==> src/hdl/ilp_pkg.sv <==
// ----------------------------------------------------------------------------
// Integer literal parser package
// Character codes, register indexes and the character class type.
// ----------------------------------------------------------------------------
`timescale 1ns / 1ps

package ilp_pkg;

   localparam int CSR_DATA_WIDTH = 64;

   localparam logic CSR_POS_LIMIT = 1'b0;
   localparam logic CSR_NEG_LIMIT = 1'b1;

   localparam logic [CSR_DATA_WIDTH-1:0] POS_LIMIT_RESET = 64'd4294967295;
   localparam logic [CSR_DATA_WIDTH-1:0] NEG_LIMIT_RESET = 64'd2147483648;

   localparam logic [7:0] CHAR_MINUS      = 8'h2D;
   localparam logic [7:0] CHAR_PLUS       = 8'h2B;
   localparam logic [7:0] CHAR_UNDERSCORE = 8'h5F;
   localparam logic [7:0] CHAR_0          = 8'h30;
   localparam logic [7:0] CHAR_9          = 8'h39;
   localparam logic [7:0] CHAR_LOWER_A    = 8'h61;
   localparam logic [7:0] CHAR_LOWER_F    = 8'h66;
   localparam logic [7:0] CHAR_UPPER_A    = 8'h41;
   localparam logic [7:0] CHAR_UPPER_F    = 8'h46;

   localparam logic [7:0] HEX_LETTER_BASE = 8'd10;

   typedef struct packed {
      logic       is_minus;
      logic       is_plus;
      logic       is_underscore;
      logic       digit_valid;
      logic [3:0] digit;
   } char_class_type;

endpackage

==> src/hdl/ilp_char_decode.sv <==
// ----------------------------------------------------------------------------
// Integer literal parser character decoder
// Classifies one character: sign, underscore, or digit of the token's base.
// ----------------------------------------------------------------------------
`timescale 1ns / 1ps

module ilp_char_decode
   import ilp_pkg::*;
(
   input  logic [7:0]     char_in,
   input  logic           is_hex,
   output char_class_type cls
);

   logic       is_dec_digit;
   logic       is_lower_hex;
   logic       is_upper_hex;
   logic [7:0] dec_value;
   logic [7:0] lower_value;
   logic [7:0] upper_value;

   assign is_dec_digit = (char_in >= CHAR_0) && (char_in <= CHAR_9);
   assign is_lower_hex = is_hex && (char_in >= CHAR_LOWER_A) && (char_in <= CHAR_LOWER_F);
   assign is_upper_hex = is_hex && (char_in >= CHAR_UPPER_A) && (char_in <= CHAR_UPPER_F);

   assign dec_value   = char_in - CHAR_0;
   assign lower_value = char_in - CHAR_LOWER_A + HEX_LETTER_BASE;
   assign upper_value = char_in - CHAR_UPPER_A + HEX_LETTER_BASE;

   always_comb begin
      cls.is_minus      = (char_in == CHAR_MINUS);
      cls.is_plus       = (char_in == CHAR_PLUS);
      cls.is_underscore = (char_in == CHAR_UNDERSCORE);
      cls.digit_valid   = is_dec_digit || is_lower_hex || is_upper_hex;
      if (is_dec_digit) begin
         cls.digit = dec_value[3:0];
      end else if (is_lower_hex) begin
         cls.digit = lower_value[3:0];
      end else begin
         cls.digit = upper_value[3:0];
      end
   end

endmodule

==> src/hdl/ilp_accum.sv <==
// ----------------------------------------------------------------------------
// Integer literal parser accumulator
// Token state machine with saturating multiply-add of base 10 or 16.
// ----------------------------------------------------------------------------
`timescale 1ns / 1ps

module ilp_accum
   import ilp_pkg::*;
#(
   parameter int VALUE_WIDTH = 64
) (
   input  logic                   clock,
   input  logic                   reset,
   input  logic                   step,
   input  char_class_type         cls,
   input  logic                   is_hex,
   input  logic                   last,
   input  logic [VALUE_WIDTH-1:0] pos_limit,
   input  logic [VALUE_WIDTH-1:0] neg_limit,
   output logic [VALUE_WIDTH-1:0] value,
   output logic                   too_large
);

   typedef enum logic [1:0] {
      PH_SIGN,
      PH_PFX0,
      PH_PFX1,
      PH_DIGITS
   } phase_type;

   phase_type              phase_ff, phase_in, phase_next;
   logic [VALUE_WIDTH-1:0] accum_ff, accum_in, accum_next;
   logic                   negative_ff, negative_in, negative_next;
   logic                   overflowed_ff, overflowed_in, overflowed_next;

   logic                   digit_phase;
   logic                   take;
   logic [VALUE_WIDTH-1:0] limit;
   logic [VALUE_WIDTH+3:0] product;
   logic [VALUE_WIDTH+4:0] sum;
   logic                   over;

   // limit follows the sign as it stands before this word
   assign limit = negative_ff ? neg_limit : pos_limit;

   // accum * 10 as (accum << 3) + (accum << 1), accum * 16 as a shift
   assign product = is_hex ? {accum_ff, 4'b0000}
                           : ({1'b0, accum_ff, 3'b000} + {3'b000, accum_ff, 1'b0});
   assign sum  = {1'b0, product} + (VALUE_WIDTH + 5)'(cls.digit);
   assign over = sum > {5'b00000, limit};

   always_comb begin
      digit_phase = 1'b0;
      phase_next  = phase_ff;
      negative_next = negative_ff;
      unique case (phase_ff)
         PH_SIGN: begin
            if (cls.is_minus || cls.is_plus) begin
               negative_next = negative_ff || cls.is_minus;
               phase_next    = is_hex ? PH_PFX0 : PH_DIGITS;
            end else if (is_hex) begin
               phase_next = PH_PFX1;
            end else begin
               phase_next  = PH_DIGITS;
               digit_phase = 1'b1;
            end
         end
         PH_PFX0: phase_next = PH_PFX1;
         PH_PFX1: phase_next = PH_DIGITS;
         PH_DIGITS: digit_phase = 1'b1;
         default: phase_next = PH_SIGN;
      endcase

      take = digit_phase && cls.digit_valid && !cls.is_underscore && !overflowed_ff;
      accum_next      = accum_ff;
      overflowed_next = overflowed_ff;
      if (take) begin
         if (over) begin
            accum_next      = limit;
            overflowed_next = 1'b1;
         end else begin
            accum_next = sum[VALUE_WIDTH-1:0];
         end
      end
   end

   // result of the word just stepped; clear the token once last is taken
   assign value     = negative_next ? VALUE_WIDTH'(~accum_next + 1'b1) : accum_next;
   assign too_large = overflowed_next;

   always_comb begin
      phase_in      = phase_ff;
      accum_in      = accum_ff;
      negative_in   = negative_ff;
      overflowed_in = overflowed_ff;
      if (step) begin
         if (last) begin
            phase_in      = PH_SIGN;
            accum_in      = '0;
            negative_in   = 1'b0;
            overflowed_in = 1'b0;
         end else begin
            phase_in      = phase_next;
            accum_in      = accum_next;
            negative_in   = negative_next;
            overflowed_in = overflowed_next;
         end
      end
   end

   always_ff @(posedge clock) begin
      if (reset) begin
         phase_ff      <= PH_SIGN;
         accum_ff      <= '0;
         negative_ff   <= 1'b0;
         overflowed_ff <= 1'b0;
      end else begin
         phase_ff      <= phase_in;
         accum_ff      <= accum_in;
         negative_ff   <= negative_in;
         overflowed_ff <= overflowed_in;
      end
   end

endmodule

==> src/hdl/integer_literal_parser.sv <==
// ----------------------------------------------------------------------------
// Integer literal parser: one character a word, one value word per token.
// Result: registered as the last character word of a token leaves the input register.
// Throughput: one character a cycle, set by the accumulator multiply-add loop; a last
// word waits in the input register only while the previous value word is unread.
// Reset: synchronous; clears token state and limits to their defaults.
// ----------------------------------------------------------------------------
`timescale 1ns / 1ps

module integer_literal_parser
   import ilp_pkg::*;
#(
   parameter int VALUE_WIDTH = 64
) (
   input  logic                      clock,
   input  logic                      reset,

   input  logic                      req_valid,
   output logic                      req_ready,
   input  logic [7:0]                req_char_in,
   input  logic                      req_is_hex,
   input  logic                      req_last,

   output logic                      rsp_valid,
   input  logic                      rsp_ready,
   output logic [VALUE_WIDTH-1:0]    rsp_value,
   output logic                      rsp_too_large,

   input  logic                      csr_valid,
   output logic                      csr_ready,
   input  logic                      csr_index,
   input  logic [CSR_DATA_WIDTH-1:0] csr_wdata
);

   logic                   s1_valid_ff, s1_valid_in;
   logic [7:0]             s1_char_ff;
   logic                   s1_hex_ff;
   logic                   s1_last_ff;
   logic                   advance;

   logic                   rsp_valid_ff, rsp_valid_in;
   logic [VALUE_WIDTH-1:0] rsp_value_ff;
   logic                   rsp_too_large_ff;

   logic [VALUE_WIDTH-1:0] pos_limit_ff, pos_limit_in;
   logic [VALUE_WIDTH-1:0] neg_limit_ff, neg_limit_in;

   char_class_type         cls;
   logic [VALUE_WIDTH-1:0] step_value;
   logic                   step_too_large;

   // a last word waits only while a finished result is still held
   assign advance     = s1_valid_ff && !(s1_last_ff && rsp_valid_ff && !rsp_ready);
   assign req_ready   = !s1_valid_ff || advance;
   assign s1_valid_in = (req_valid && req_ready) || (s1_valid_ff && !advance);

   assign csr_ready = 1'b1;

   always_comb begin
      pos_limit_in = pos_limit_ff;
      neg_limit_in = neg_limit_ff;
      if (csr_valid) begin
         unique case (csr_index)
            CSR_POS_LIMIT: pos_limit_in = csr_wdata[VALUE_WIDTH-1:0];
            CSR_NEG_LIMIT: neg_limit_in = csr_wdata[VALUE_WIDTH-1:0];
            default: ;
         endcase
      end
   end

   always_comb begin
      rsp_valid_in = rsp_valid_ff;
      if (advance && s1_last_ff) begin
         rsp_valid_in = 1'b1;
      end else if (rsp_ready) begin
         rsp_valid_in = 1'b0;
      end
   end

   ilp_char_decode u_decode (
      .char_in (s1_char_ff),
      .is_hex  (s1_hex_ff),
      .cls     (cls)
   );

   ilp_accum #(
      .VALUE_WIDTH (VALUE_WIDTH)
   ) u_accum (
      .clock     (clock),
      .reset     (reset),
      .step      (advance),
      .cls       (cls),
      .is_hex    (s1_hex_ff),
      .last      (s1_last_ff),
      .pos_limit (pos_limit_ff),
      .neg_limit (neg_limit_ff),
      .value     (step_value),
      .too_large (step_too_large)
   );

   always_ff @(posedge clock) begin
      if (reset) begin
         s1_valid_ff  <= 1'b0;
         rsp_valid_ff <= 1'b0;
         pos_limit_ff <= POS_LIMIT_RESET[VALUE_WIDTH-1:0];
         neg_limit_ff <= NEG_LIMIT_RESET[VALUE_WIDTH-1:0];
      end else begin
         s1_valid_ff  <= s1_valid_in;
         rsp_valid_ff <= rsp_valid_in;
         pos_limit_ff <= pos_limit_in;
         neg_limit_ff <= neg_limit_in;
      end
   end

   // payload registers: input fields load on acceptance, the result on a last word's advance; hold otherwise
   always_ff @(posedge clock) begin
      if (req_valid && req_ready) begin
         s1_char_ff <= req_char_in;
         s1_hex_ff  <= req_is_hex;
         s1_last_ff <= req_last;
      end
      if (advance && s1_last_ff) begin
         rsp_value_ff     <= step_value;
         rsp_too_large_ff <= step_too_large;
      end
   end

   assign rsp_valid     = rsp_valid_ff;
   assign rsp_value     = rsp_value_ff;
   assign rsp_too_large = rsp_too_large_ff;

endmodule

==> config.mk <==
export PLATFORM = sky130hd
export DESIGN_NAME = integer_literal_parser
export DESIGN_NICKNAME = d
export VERILOG_FILES = /design/src/hdl/ilp_pkg.sv /design/src/hdl/ilp_char_decode.sv /design/src/hdl/ilp_accum.sv /design/src/hdl/integer_literal_parser.sv
export SDC_FILE = /design/constraint.sdc
export NUM_CORES = 1
export LEC_CHECK = 0
export BUFFER_PORTS_ARGS = -buffer_cell sky130_fd_sc_hd__buf_2
export CORE_AREA = 2 2 256 258
export DETAILED_ROUTE_END_ITERATION = 8
export DIE_AREA = 0 0 258 260
export MAX_ROUTING_LAYER = met4
export SETUP_SLACK_MARGIN = 0.05
export SLEW_MARGIN = 20
export SYNTH_ARGS = -nofsm -noshare
export SYNTH_HDL_FRONTEND = slang
export SYNTH_SLANG_ARGS = --single-unit
==> constraint.sdc <==
create_clock -name clock -period 14.1 [get_ports clock]
set_clock_uncertainty 0.15 [all_clocks]
set_input_delay 0 -clock clock [delete_from_list [all_inputs] [get_ports clock]]
set_output_delay 0 -clock clock [all_outputs]
set_load 0.02 [all_outputs]
; ---- Yosys cells after proc, flatten, opt, wreduce, memory -nomap -nowiden
; Cells that the tools add are included.
[classes]
addsub = 8
magnitude_cmp = 7
eq_ne = 6
muxes = 24
n_bitwise = 2
reduce_logical = 32
[ops]
columns = op, n
row1 = 64-bit two-way mux, 5
row2 = 68-bit by 4-bit adder with 69-bit output, 1
row3 = 69-bit by 64-bit greater-than comparator with 1-bit output, 1
row4 = 67-bit by 65-bit adder with 68-bit output, 1
row5 = 68-bit two-way mux, 1
row6 = 64-bit by 1-bit adder with 64-bit output (second input constant), 1
row7 = 64-bit inverter, 1
row8 = 8-bit by 6-bit equality test with 1-bit output (second input constant), 2
row9 = 8-bit by 7-bit greater-or-equal comparator with 1-bit output (second input constant), 2
row10 = 8-bit by 7-bit less-or-equal comparator with 1-bit output (second input constant), 2
row11 = 1-bit logical AND, 14
row12 = 4-bit by 1-bit subtractor with 4-bit output (second input constant), 3
row13 = 1-bit two-way mux, 11
row14 = 4-bit adder (second input constant), 2
row15 = 8-bit by 7-bit equality test with 1-bit output (second input constant), 1
row16 = 8-bit by 6-bit greater-or-equal comparator with 1-bit output (second input constant), 1
row17 = 8-bit by 6-bit less-or-equal comparator with 1-bit output (second input constant), 1
row18 = 4-bit two-way mux, 2
row19 = 1-bit zero test, 6
row20 = 1-bit logical OR, 6
row21 = 2-bit two-way mux, 3
row22 = 2-bit one-hot mux with 3 select lines, 1
row23 = 2-bit AND reduction, 3
row24 = 2-bit equality test (second input constant), 2
row25 = other kinds (6), 6
[word_totals]
register_bits = 273
input_bits = 80

; ---- Longest topological paths before layout
; Gate-level depths: netlist of the first run.
[logic_depth]
depth_word = 12
mapped_depth = 48
ltp_nobuf = 40

; ---- By module
; From an unflattened synthesis of the first run, not the netlist that was laid out.
[unflattened]
cells_unflattened = 2923
area_unflattened_um2 = 22676.7
[by_module_without_submodules]
columns = module, instances, cells_per_inst, area_per_inst_um2
row1 = ilp_accum, 1, 2245, 15519.9
row2 = integer_literal_parser, 1, 646, 6865.3
row3 = ilp_char_decode, 1, 32, 291.5

; ---- Least setup slack after synthesis of the first run
; OpenSTA, ideal clock, no wires.
[synth_timing]
path_type = reg2reg
startpoint = register s1_hex_ff
endpoint = register rsp_value_ff[52] (netlist: rsp_value[52]) (data pin)
setup_ns = 0.278
arrival_ns = 10.504
slack_ns = 3.167
stages_incl_launch_ff = 47
n_path_buf = 13
path_cell_list = edfxtp_1 -> clkbuf_1 -> buf_1 -> clkbuf_1 -> clkbuf_1 -> clkbuf_1 -> clkbuf_1 -> clkbuf_1 -> buf_1 -> buf_1 -> clkbuf_1 -> nor2b_1 -> ha_1 -> a21oi_1 -> nor3_1 -> o211a_1 -> o21ai_0 -> nor4_1 -> [11 not listed] -> o21ai_0 -> a211oi_1 -> o2111ai_1 -> a2111oi_0 -> a2bb2oi_1 -> o2111a_1 -> buf_4 -> nand2_1 -> buf_2 -> a221o_1 -> inv_1 -> ha_1 -> o221a_2 -> nor3b_1 -> nand4_1 -> nor4_2 -> a21oi_1 -> xor2_1
[synth_between]
elab_chain_cells = 11
elab_cells_between_ends = 22
cone_classes = 2 x add/sub / 1 x order compare / 9 x mux / 1 x bitwise / 9 x reduce/logical
[synth_lines]
columns = item, line_no
row1 = start: declaration, integer_literal_parser.sv:37  ; logic s1_hex_ff;
row2 = start signal: assignment, integer_literal_parser.sv:119  ; s1_hex_ff <= req_is_hex;
row3 = 1-bit logical AND (2 in series), ilp_char_decode.sv:23  ; assign is_lower_hex = is_hex && (char_in >= CHAR_LOWER_A) && (char_in <= CHAR_LOWER_F);
row4 = 4-bit two-way mux / 1-bit logical OR (equally long branches), "ilp_char_decode.sv:37, ilp_char_decode.sv:34"
row5 = 4-bit two-way mux / 1-bit logical OR (equally long branches), "ilp_char_decode.sv:35, ilp_char_decode.sv:34"
row6 = 68-bit by 4-bit adder with 69-bit output / 1-bit logical AND (equally long branches), "ilp_accum.sv:49, ilp_accum.sv:74"
row7 = 69-bit by 64-bit greater-than comparator with 1-bit output / 1-bit logical AND (equally long branches), "ilp_accum.sv:50, ilp_accum.sv:74"
row8 = 64-bit two-way mux / 1-bit logical AND (equally long branches), "ilp_accum.sv:78, ilp_accum.sv:74"
row9 = 64-bit two-way mux *, ilp_accum.sv:77  ; if (take) begin
row10 = 64-bit inverter, ilp_accum.sv:88  ; assign value = negative_next ? VALUE_WIDTH'(~accum_next + 1'b1) : accum_next;
row11 = 64-bit by 1-bit adder with 64-bit output, ilp_accum.sv:88
row12 = 64-bit two-way mux *, ilp_accum.sv:88
row13 = net step_value[52], integer_literal_parser.sv:49  ; logic [VALUE_WIDTH-1:0] step_value;
row14 = end signal: assignment, integer_literal_parser.sv:123  ; rsp_value_ff <= step_value;
row15 = end: declaration, integer_literal_parser.sv:42  ; logic [VALUE_WIDTH-1:0] rsp_value_ff;
; Mark *: on every way through the listed nets, which the timed path passes. The rest lies on a longest branch.
; A chain may end at the register's enable or synchronous reset.

; ---- Final worst setup path of the first run
[layout_timing]
startpoint = register s1_char_ff[1]
endpoint = register rsp_value_ff[52] (netlist: rsp_value[52]) (data pin)
[layout_between]
elab_chain_cells = 12
elab_cells_between_ends = 40
cone_classes = 7 x add/sub / 7 x order compare / 3 x eq/ne / 9 x mux / 1 x bitwise / 13 x reduce/logical
[layout_lines]
columns = item, line_no
row1 = start: declaration, integer_literal_parser.sv:36  ; logic [7:0] s1_char_ff;
row2 = start signal: assignment, integer_literal_parser.sv:118  ; s1_char_ff <= req_char_in;
row3 = "parallel branches: the longest is 11 deep, another holds 68-bit by 4-bit adder with 69-bit output", --
row4 = 64-bit two-way mux *, ilp_accum.sv:88
row5 = net step_value[52], integer_literal_parser.sv:49
; Mark *: on every way through the listed nets, which the timed path passes.

==> results of run 1 <==
[worst paths after layout]
kind	cells past startpoint	to
worst max-delay path	41	rsp_value[52]$_DFFE_PP_
worst min-delay path	4	pos_limit_ff[29]$_SDFFE_PP1P_
worst min register to register	2	pos_limit_ff[47]$_SDFFE_PP0P_
worst max register to register	41	rsp_value[52]$_DFFE_PP_
[layer usage]
layer  up-vias  share of wire [%]
met3       141                7.2
met4         0                2.9
met1     10700                 46
met5         -                  0
li1      11000                  -
met2       954                 44
[worst reg2reg max path: cells and delay by family (launching register included)]
| kind | cells | cell delay (ns) |
|---|---|---|
| compound gates | 20 | 4.10 |
| simple gates | 10 | 4.07 |
| fa+ha+maj | 4 | 1.07 |
| buf+inv | 4 | 0.95 |
| xor+xnor | 3 | 0.47 |
| flops | 1 | 0.43 |
[stage by stage]
| stage | instance area, um2 | hold slack, ns | utilization [%] |
|---|---|---|---|
| 2_1_floorplan | 22400 | -0.0511 | - |
| 3_3_place_gp | 23700 | 0.0277 | 37.0 |
| 3_5_place_dp | 23700 | 0.0293 | 37.0 |
| 4_1_cts | 25800 | 0.0500 | 40.3 |
| 5_1_grt | 25800 | 0.0781 | 40.3 |
| 6_report | 25800 | 0.0693 | 40.3 |
[kinds of logic after synthesis]
| family | Yosys count |
|---|---|
| adder cells (fa/ha/maj) | 138 |
| flip-flops | 273 |
| AND/OR/NAND/NOR | 1154 |
| other | 1 |
| buffers and inverters | 234 |
| multiplexers | 87 |
| XOR/XNOR | 152 |
| AO/OA/AOI/OAI | 857 |
[state kept, by name (all words and copies together), names as in the netlist]
register,cells
rsp_value,64
s1_valid_ff,1
pos_limit_ff,64
u_accum.negative_ff,1
rsp_valid,1
rsp_too_large,1
u_accum.phase_ff,2
s1_hex_ff,1
s1_last_ff,1
s1_char_ff,8
u_accum.accum_ff,64
u_accum.overflowed_ff,1
neg_limit_ff,64
[Yosys cell counts (13+ instances only)]
| master | count |
|---|---|
| a211oi_1 | 30 |
| a21o_1 | 63 |
| a21oi_1 | 283 |
| a22oi_1 | 53 |
| a31oi_1 | 42 |
| a41oi_1 | 13 |
| and2_1 | 17 |
| and3_1 | 19 |
| and4_1 | 15 |
| buf_1 | 19 |
| buf_2 | 22 |
| clkbuf_1 | 139 |
| dfxtp_1 | 198 |
| edfxtp_1 | 75 |
| ha_1 | 136 |
| inv_1 | 45 |
| mux2i_1 | 78 |
| nand2_1 | 472 |
| nand2b_1 | 20 |
| nand3_1 | 53 |
| nand3b_1 | 37 |
| nand4_1 | 70 |
| nor2_1 | 235 |
| nor2b_1 | 24 |
| nor3_1 | 69 |
| nor3b_1 | 16 |
| nor4_1 | 28 |
| o211ai_1 | 22 |
| o21a_1 | 26 |
| o21ai_0 | 122 |
| o31ai_1 | 26 |
| or3_1 | 21 |
| xnor2_1 | 69 |
| xor2_1 | 83 |
[repair_timing]
item                       4_1_cts  5_1_grt
hold endpoints to repair       167        0
setup endpoints to repair        0        0
hold buffers                   117        0
[area by class of cell]
type | instances | area (um2) | area share, %
Multi-Input combinational cell | 2389 | 15300 | 59.3
Timing Repair Buffer | 290 | 2110 | 8.17
Clock buffer | 41 | 843 | 3.27
Tap cell | 855 | 1070 | 4.14
Sequential cell | 273 | 6220 | 24.1
Inverter | 45 | 169 | 0.654
Clock inverter | 12 | 105 | 0.407
[power breakdown]
part,total (mW),switching [mW],leakage [nW],internal (mW)
logic,0.296,0.196,7.32,0.101
clock network,0.775,0.337,0.473,0.438
registers,0.845,0.0151,2.36,0.830
total,1.92,0.547,10.2,1.37
==> metrics.yaml, run 1 <==
sta:
  tightestPinTransition_ns: 1.23
  post-route-min-period_ns: 11.55
  setup_viol: 0
  maxSlewHeadroom_pct: 17.3
  finalSetupTns_ns: 0
  rsz0062_at_grt: "false"
  fmax_ghz: 0.0866
  layout_worst_path_cycle_share_pct: 81.9
  slew_viol_final: 0
  fin_ws_ns: 2.55
  hold_violations: 0
setup_path:
  slowest_delay_ns: 0.87
  r2r_slack_ns: 2.55
  crit_family: "compound AO/OA/AOI/OAI gates"
  crit_fanout: 44
  worstSetupStartpointType: "register"
  cp_num_buf_inv: 4
  startpoint: "s1_char_ff[1]$_DFFE_PP_"
  cp-end-kind: "register"
  rr_startpoint: "s1_char_ff[1]$_DFFE_PP_"
  crit_type: "reg -> reg"
  cp_slowest_cell: "nor4_2"
  cp_data_required_time_ns: 14.23
  critPathMostFrequentCell: "a21o_1"
  cp.arrival_ns: 11.68
synth:
  synth_top_family_by_area: "compound AO/OA/AOI/OAI gates"
  yosysTopAreaCellShare_pct: 17.7
  synthXorXnorAreaFrac_pct: 5.95
  synth-edff-count: 75
  synthTopCellsByArea: "dfxtp_1 (18%), edfxtp_1 (10%), nand2_1 (7.9%)"
  synthArstFlopShare_pct: 0
  synthSimpleGateAreaFrac_pct: 25.1
  ys_ff_latch: 273
  synth_compound_area_share_pct: 25.2
  synth_seq_area_share_pct: 27.8
  ys.flop_type: "dfxtp_1"
  yosysUniqueCellTypes: 104
  synth.net_count: 3114
  yosys.area_share.adder_pct: 7.78
  muxShareOfSynthArea_pct: 3.94
  syn_avg_cell_area_um2: 7.73
  yosys.area.top_type: "dfxtp_1"
  ys_warn_count: 0
  postSynthCellCount: 2896
  syn_area_um2: 22400
floorplanning:
  coreArea_um2: 64100
  ios: 148
  initial_core_util_pct: 34.9
  fp.dieH_um: 260
  die_area_um2: 67100
  fp-row-count: 93
  die_x_um: 258
global_routing:
  overflow: 0
  met3_usage_pct: 2.40
  grt_max_degree: 103
  top_usage_layer: "met2"
  grt_util_met2_pct: 36.7
  antenna_found_initial: 1
  grt_pass1_vias: 20900
  track_usage_pct: 24.0
  use_met1_pct: 33.5
  grt_pass1_wl_mm: 124
placement:
  dp.cells: 3735
  numPortBuffers: 146
  dp_hpwl_mm: 61.0
  place_ws_ns: 2.82
  gp_congestion: 1.04
clock_network:
  cts_setup_buffers: 0
  clk_pin_slew_worst_paths_ns: 0.07
  htreeDepth: 1
  insertion_delay_ns: 0.57
  cts_made_buffers: 29
  clock_sinks: 273
  cts_buffer_depth: 3
  cts-root-buf: "clkbuf_16"
  cts_resized: 0
  cts_tree: "yes"
detailed_routing:
  dr.pass1.iters: 6
  wl_mm: 81.4
  routedWlPerCell_um: 20.8
  via_count: 22800
  drt_iter0_markers: 2236
  viasPerCell: 5.83
  drc: 0
  ant_nets: 0
layout:
  n_fill_cell: 6558
  final_common_cell: "nand2_1"
  diodes: 0
  final_cell_mix: "nand2_1 (470), a21oi_1 (283), nor2_1 (232), dfxtp_1 (197), buf_2 (145)"
  final_nets: 3246
  fin_cells: 3905
  drive_gt1_share_pct: 9.57
  area_growth_syn_to_layout_pct: 15.3
power:
  fin_total_pwr_mw: 1.92
  p_per_area_nw_per_um2: 74.2
  peakVddDrop_mv: 0.0886
  power.leakage_nw: 10.2
worst_hold_path:
  worstHoldStart: "csr_wdata[29]"
  hold_path.class: "in -> reg"
outcome:
  outcome: "finished, final reports clean"
run:
  maxCapViolations: 0
(Power assumes the default switching activity.)
==> inputs of run 2 (changes only) <==
Clock period 14.1 ns to 9.9 ns, I/O delays scaled along.
==> run 2 against run 1 <==
Net effect: worst setup slack got worse by 2.2 ns; first-iteration DRC count rose by 7.2%; sequential share of layout area fell by 1.1 points; cell area rose by 4.7%; maximum frequency rose by 21%; sequential power rose by 42%; largest power group unchanged; routed wire length rose by 5.3%; critical endpoint is now rsp_value[63]$_DFFE_PP_; final cell count rose by 3.3%.
==> metrics.yaml, run 2 (synthesis results as in run 1) <==
floorplanning:
  fp.dieH_um: 260  # unchanged
  coreArea_um2: 64100  # unchanged
  die_area_um2: 67100  # unchanged
  initial_core_util_pct: 34.9  # unchanged
  ios: 148  # unchanged
  die_x_um: 258  # unchanged
  fp-row-count: 93  # unchanged
power:
  combPwrFrac_pct: 17.3  # +1.8 points
  seqPwrFrac_pct: 43.7  # -0.4 points
  swShare_pct: 28.9  # +0.30 points
  cellInternalPower_mw: 1.96  # +43%
  power.leakage_nw: 10.8  # +6.5%
  peakVddDrop_mv: 0.134  # +51%
  p_per_area_nw_per_um2: 102  # +37%
  clkPwrFrac_pct: 39.0  # -1.4 points
  power.switching_uw: 794  # +45%
clock_network:
  clock_sinks: 273  # unchanged
  cts_buffer_depth: 3  # unchanged
  insertion_delay_ns: 0.59  # +0.02 ns
  cts-root-buf: "clkbuf_16"
  htreeDepth: 1  # unchanged
  clk_pin_slew_worst_paths_ns: 0.06  # about the same
  cts_tree: "yes"
  cts_made_buffers: 29  # unchanged
sta:
  slew_viol_final: 0  # unchanged
  layout_worst_path_cycle_share_pct: 96.4  # +14 points
  hold_violations: 0  # unchanged
  tightestPinTransition_ns: 1.13  # -0.100 ns
  setup_viol: 0  # unchanged
  rsz0062_at_grt: "false"
  post-route-min-period_ns: 9.54  # -2.01 ns
  maxSlewHeadroom_pct: 24.1  # +6.7 points
  holdWs_ns: 0.0322  # -0.0371 ns
  finalSetupTns_ns: 0  # unchanged
  fmax_ghz: 0.105  # +21%
detailed_routing:
  drt_iter0_markers: 2396  # +7.2%
  wl_mm: 85.7  # +5.3%
  ant_nets: 0  # unchanged
  via_count: 23600  # +3.7%
  routedWlPerCell_um: 21.2  # +1.9%
  viasPerCell: 5.86  # +0.41%
  drc: 0  # unchanged
  dr.pass1.iters: 6  # unchanged
global_routing:
  grt_pass1_wl_mm: 131  # +5.5%
  overflow: 0  # unchanged
  track_usage_pct: 25.4  # +1.4 points
  grt_max_degree: 108  # +4.9%
  grt_pass1_vias: 22000  # +5.6%
  antenna_found_initial: 2  # +1
layout:
  final_nets: 3374  # +3.9%
  drive_gt1_share_pct: 14.3  # +4.7 points
  n_fill_cell: 6434  # -1.9%
  area_growth_syn_to_layout_pct: 20.7
  final_common_cell: "nand2_1"
  final_cell_mix: "nand2_1 (470), a21oi_1 (281), nor2_1 (231), dfxtp_1 (193), buf_4 (147)"
outcome:
  outcome: "finished, final reports clean"
worst_hold_path:
  hold_path.class: "in -> reg"
placement:
  gp_congestion: 1.02  # -1.5%
  dp_hpwl_mm: 64.3  # +5.4%
  numPortBuffers: 146  # unchanged
setup_path:
  cp_data_required_time_ns: 10.05  # -4.18 ns
  cp_slowest_cell: "or4_4"
  cp.arrival_ns: 9.69  # -1.99 ns
  cp_num_buf_inv: 3  # -1
  crit_fanout: 9  # -80%
  crit_family: "compound AO/OA/AOI/OAI gates"
  crit_type: "reg -> reg"
  worstSetupStartpointType: "register"
  slowest_delay_ns: 0.63  # -0.24 ns
  cp-end-kind: "register"
run:
  maxCapViolations: 0  # unchanged
-- run 2: cell types whose count changed in the layout (fill, tap and decap cells not counted), moves of 4 or more --
cell      before  now
a211oi_1      30   26
buf_4         27  147
dfxtp_1      197  193
dfxtp_2        0    4
ha_1         136  130
ha_2           0    6
nor3b_1       16   12
nor3b_2        0    4
o21ai_0      122  115
o21ai_1       10   17
-- run 2: metal layers --
metal / vias to the layer above / GRT usage [%] / part of all wire (%)
li1: 11200 / - / -
met1: 11200 / 36.2 / 46
met2: 1060 / 37.4 / 43
met3: 158 / 2.21 / 7.4
met4: 0 / 8.88 / 3.8
met5: - / - / 0
-- run 2: per-stage QoR --
| step | setup slack (ns) | power, mW | utilization (%) | cells | cell area (um2) |
|---|---|---|---|---|---|
| final | 0.359 | 2.75 | 42.2 | 4034 | 27000 |
| after global routing | 0.0645 | 2.85 | 42.2 | 4034 | 27000 |
| after CTS | 0.191 | 2.75 | 41.8 | 4026 | 26800 |
| after detailed placement | 0.0382 | 1.65 | 38.4 | 3851 | 24600 |
| after global placement | 0.266 | 1.64 | 38.4 | 3851 | 24600 |
| after floorplan | 0.0805 | 1.48 | - | 2896 | 22400 |
-- run 2: path summary, 6_finish.rpt --
| kind | start | end | slack, ns | cells after the start |
|---|---|---|---|---|
| min | csr_wdata[29] | pos_limit_ff[29]$_SDFFE_PP1P_ | 0.03 | 4 |
| min reg2reg | neg_limit_ff[10]$_SDFFE_PP0P_ | neg_limit_ff[10]$_SDFFE_PP0P_ | 0.30 | 2 |
| max | u_accum.accum_ff[1]$_SDFFE_PP0P_ | rsp_value[63]$_DFFE_PP_ | 0.36 | 32 |
| max reg2reg | u_accum.accum_ff[1]$_SDFFE_PP0P_ | rsp_value[63]$_DFFE_PP_ | 0.36 | 32 |
-- run 2: final cells by class --
class	instances	area (um2)	share of cell area, %
Clock inverter	10	71.3	0.264
Inverter	45	169	0.625
Sequential cell	273	6220	23.0
Multi-Input combinational cell	2389	15500	57.4
Tap cell	855	1070	3.96
Clock buffer	43	850	3.14
Timing Repair Buffer	418	3130	11.6
Antenna cell	1	2.50	0.00926
-- run 2: worst register-to-register path, delay by kind of cell, from the launching register on --
family	cells	cell delay, ns
XOR/XNOR	2	0.36
flip-flops	1	0.36
adder cells (fa/ha/maj)	2	0.68
AND/OR/NAND/NOR	11	3.54
buffers and inverters	3	0.54
AO/OA/AOI/OAI	14	3.62
-- run 2: power by group through the flow --
stage | Combinational, mW | Sequential [mW] | Clock (mW)
floorplan | 0.252 | 1.23 | 0
global placement | 0.418 | 1.23 | 0
detailed placement | 0.419 | 1.23 | 0
CTS | 0.458 | 1.20 | 1.09
global route | 0.509 | 1.21 | 1.13
finish | 0.475 | 1.20 | 1.07
-- run 2: what timing repair did --
action | CTS | global route
setup endpoints to repair | 8 | 49
gates resized for setup | 0 | 54
hold buffers | 120 | 0
buffers inserted | 2 | 7
pin swaps | 1 | 11
hold endpoints to repair | 185 | 0
